===== config.mk =====
export PLATFORM = sky130hd
export DESIGN_NAME = wge_ram
export DESIGN_NICKNAME = d
export VERILOG_FILES = /design/src/design/wge_ram.sv
export SDC_FILE = /design/constraint.sdc
export NUM_CORES = 1
export LEC_CHECK = 0
export ABC_AREA = 1
export BUFFER_PORTS_ARGS = -buffer_cell sky130_fd_sc_hd__buf_2
export CORE_ASPECT_RATIO = 1.4
export CORE_MARGIN = 2
export CORE_UTILIZATION = 55
export DETAILED_ROUTE_END_ITERATION = 6
export PLACE_DENSITY = 0.72
export SYNTH_ARGS = -nofsm -noshare
export SYNTH_HDL_FRONTEND = slang
export SYNTH_SLANG_ARGS = --single-unit

===== constraint.sdc =====
create_clock -name clk -period 1 [get_ports clk]
set_input_delay 0.1 -clock clk [delete_from_list [all_inputs] [get_ports clk]]
set_output_delay 0.1 -clock clk [all_outputs]
set_load 0.005 [all_outputs]

===== src/design/wge_ram.sv =====
module wge_ram #(
  parameter int WIDTH = 8,
  parameter int DEPTH = 16
) (
  input  logic                     clk,
  input  logic                     we,
  input  logic [$clog2(DEPTH)-1:0] waddr,
  input  logic [WIDTH-1:0]         wdata,
  input  logic [$clog2(DEPTH)-1:0] raddr,
  output logic [WIDTH-1:0]         rdata
);
  logic [WIDTH-1:0] mem [DEPTH];

  always_ff @(posedge clk) begin
    if (we) begin
      mem[waddr] <= wdata;
    end
    rdata <= mem[raddr];
  end
endmodule


=== Word level (Yosys, flattened, before mapping) ===
Memories as Yosys holds them, arrays and structs flattened. A register that Yosys moved wholly into a read port is not among the register bits.
Index checks and enable logic that the tools add are counted.

* Multiplexer cells: 2

{| class="wikitable"
|+ Operator list
! cell !! number
|-
| 1-bit two-way mux || 2
|}

* Output and inout port bits: 8
* RAM bits: 128
* Memories: 1
* Word-level logic and storage cells: 3
* Flip-flop bits (word level): 0

{| class="wikitable"
|+ Memories
! memory !! words !! width !! read ports !! clocked after memory_dff !! wr ports !! RTL line !! source
|-
| mem || 16 || 8 || 1 || 1 || 1 || 12 || <nowiki>logic [WIDTH-1:0] mem [DEPTH];</nowiki>
|}

=== Logic depth before layout (Yosys ltp) ===
* Word-level depth: 2
* Mapped depth: 8

=== Worst setup path after synthesis ===
No wires, ideal clock.

* Path type: input -> register
* Start point: input port waddr[3]
* End point: memory mem[4][0], enable pin
* Data required time: 0.630 ns
* Setup slack: -0.051 ns
* Stages on the path: 2
* Arrival: 0.681 ns
* Setup time: 0.370 ns
* Cell sequence: nand3b_1 -> nor2_1

{| class="wikitable"
|+ RTL lines
! item !! RTL line !! source
|-
| from (decl) || 7 || <nowiki>input logic [$clog2(DEPTH)-1:0] waddr,</nowiki>
|-
| to (decl) || 12 ||
|}

No word-level cell before the write port.

=== Worst setup path after layout ===
* Start point: register rdata[6], read port of mem
* End point: output port rdata[6]

{| class="wikitable"
|+ RTL lines
! item !! RTL line !! source
|-
| from (decl) || 10 || <nowiki>output logic [WIDTH-1:0] rdata</nowiki>
|}

No word-level cell between the ends.

==> results.md <==
- Slew headroom: 0.725
- WL/cell: 15.8 µm
- Crit Path Category: register to primary output
- Status: finished clean
- R2R depth: 6
- Placed Area: 6270 µm²
- Slowest cell on crit path: dfxtp_1
- Grt peak-use layer: met2
- CTS tree: done
- First DRT Iteration DRCs: 371
- Pwr/cell area: 1910 nW/µm²
- Largest net degree at the start of global routing: 34
- Syn. warnings: 0
- Core Region: 10300 µm²
- Peak VDD IR: 1.28 mV
- Crit path required time: 0.90 ns
- Hpwl dp: 7.70 mm
- Initial Utilization: 0.560
- Longest Clk Path Bufs: 2
- Via count: 3910
- Post-route minimum period: 0.962 ns
- DIE AREA: 11300 µm²
- FP Rows: 44
- Gr ovfl total: 0
- Sequential-to-total area share from yosys stat: 0.694
- Critical path launch point type: register
- Sink Count: 136
- Synthesis-to-layout area growth: 19.5%
- DRT Pass-1 Iters: 7
- Setup TNS: 0 ns
- Commonest non-fill, non-tap cell in the layout: nand2_1
- GRT Total Usage: 0.224
- Max stage delay on crit path: 0.33 ns
- Family with the most delay on the worst path: flip-flops
- DRC: 0
- Nets: 623
- Critical path depth: 1
- Syn Inst Count: 551
- HP Class: input pin to register
- Synthesized area per cell: 10.5 µm²
- Critical Path End Type: primary output
- Die W: 90.5 µm
- First-pass GRT wire length: 19.1 mm
- Post-Syn Area: 5770 µm²
- Final setup viols: 0
- Num CTS Buffers: 17
- Setup Skew: 0.00732 ns
- Final cell count without fillers: 756
- Synth unique cells: 12
- Root buffer cell: clkbuf_16
- Vias in the first global route: 3831
- Initial antenna violation count: 0
- Hold buffers post-CTS: 0
- Total power: 13.1 mW
- Hold depth: 1
- Cell area after layout: 6890 µm²
- Clock insertion delay at the later pin of the skew report: 0.41 ns
- Measured slew at the worst slew-check pin: 0.412 ns
- Grt met3 use: 0.0530
- Layout cells sized above 1: 0.163
- Met2 usage: 0.394
- Clk slew on worst S/H paths: 0.06 ns
- CTS H-tree depth: 4
- Placed Instances: 724
- Vias per inst: 5.17
- WL final: 11.9 mm
- Worst Path Max Fanout: 1
- # IOs: 26
- Die height: 125 µm
- Final count of pins violating max slew: 0
- Fillers: 779
- Most frequent cells in the layout: nand2_1 (173), edfxtp_1 (128), inv_1 (100)
- I/O Buffers: 25
- Syn_nets: 569
- ANT nets after route: 0
- Fin crit share: 0.962
- P_leak: 3.02 nW
- CP cell instances: buf_2
- Crit path arrival time: 0.86 ns
- Setup repair bufs after CTS: 0
- Yosys reg bits: 136
- Worst path bufs/invs: 1
- Ant. Diodes: 0
- # Max-Cap Violations: 0
- RD Place Congestion: 0.871
- Hold Violations, Final: 0
- Grt met1 use: 0.261
- FMAX: 1040 MHz
sequential cells by signal (all words and copies together) (netlist names):
register and count:
mem 128, rdata 8
layout make-up:
cell class | instances | area, µm² | area share
Clock buffer | 23 | 468 | 0.0679
Clock inverter | 9 | 98.8 | 0.0143
Inverter | 102 | 383 | 0.0556
Multi-Input combinational cell | 289 | 1270 | 0.184
Sequential cell | 136 | 4010 | 0.581
Tap cell | 138 | 173 | 0.0251
Timing Repair Buffer | 59 | 493 | 0.0715
timing repair:
item	CTS	global route
endpoints found under the hold margin	0	0
resized for setup	0	11
setup endpoints to repair	0	8
cell usage after synthesis:
| cell type | n | area share |
|---|---|---|
| nand2_1 | 173 | 0.11 |
| edfxtp_1 | 128 | 0.67 |
| inv_1 | 100 | 0.065 |
| nand3_1 | 97 | 0.084 |
| nor2_1 | 17 | 0.011 |
| buf_2 | 13 | 0.011 |
| dfxtp_1 | 8 | 0.028 |
| buf_6 | 6 | 0.012 |
| buf_4 | 4 | 0.0052 |
| inv_2 | 2 | 0.0013 |
| nand3b_1 | 2 | 0.0026 |
| buf_1 | 1 | 0.00065 |
where the power goes:
part / switching [mW] / internal (mW) / leakage (nW)
Sequential: 0.0361 / 6.38 / 1.22
Clock: 2.11 / 3.77 / 0.276
Combinational: 0.538 / 0.296 / 1.52
layer usage:
metal,part of all wire,up-vias,wire (µm)
li1,-,1879,-
met1,0.39,1851,4600
met2,0.54,154,6400
met3,0.056,26,674
met4,0.023,0,272
met5,0,-,0
logic make-up (layout without fill, tap and decap cells):
group,count (synthesis),in the layout,share of synthesized area
AND/OR/NAND/NOR,289,289,0.210
buffers and inverters,126,193,0.0952
flip-flops,136,136,0.694
per-stage QoR:
step	hold slack (ns)	util	worst slack [ns]
2_1_floorplan	0.199	-	-0.0508
3_3_place_gp	0.479	0.609	-0.0988
3_5_place_dp	0.484	0.609	-0.123
4_1_cts	0.0677	0.664	0.00519
5_1_grt	0.0873	0.669	-0.0138
6_report	0.0816	0.669	0.0384
worst paths after layout:
path / start / end / slack (ns)
worst min-delay path: wdata[4] / mem[10][4] / 0.08
worst min register to register: mem[12][5] / rdata[5] / 0.67
worst max register to register: mem[0][2] / rdata[2] / 0.05
worst max-delay path: rdata[6] / rdata[6] / 0.04
Note: power is estimated with default switching activity, not from simulation.
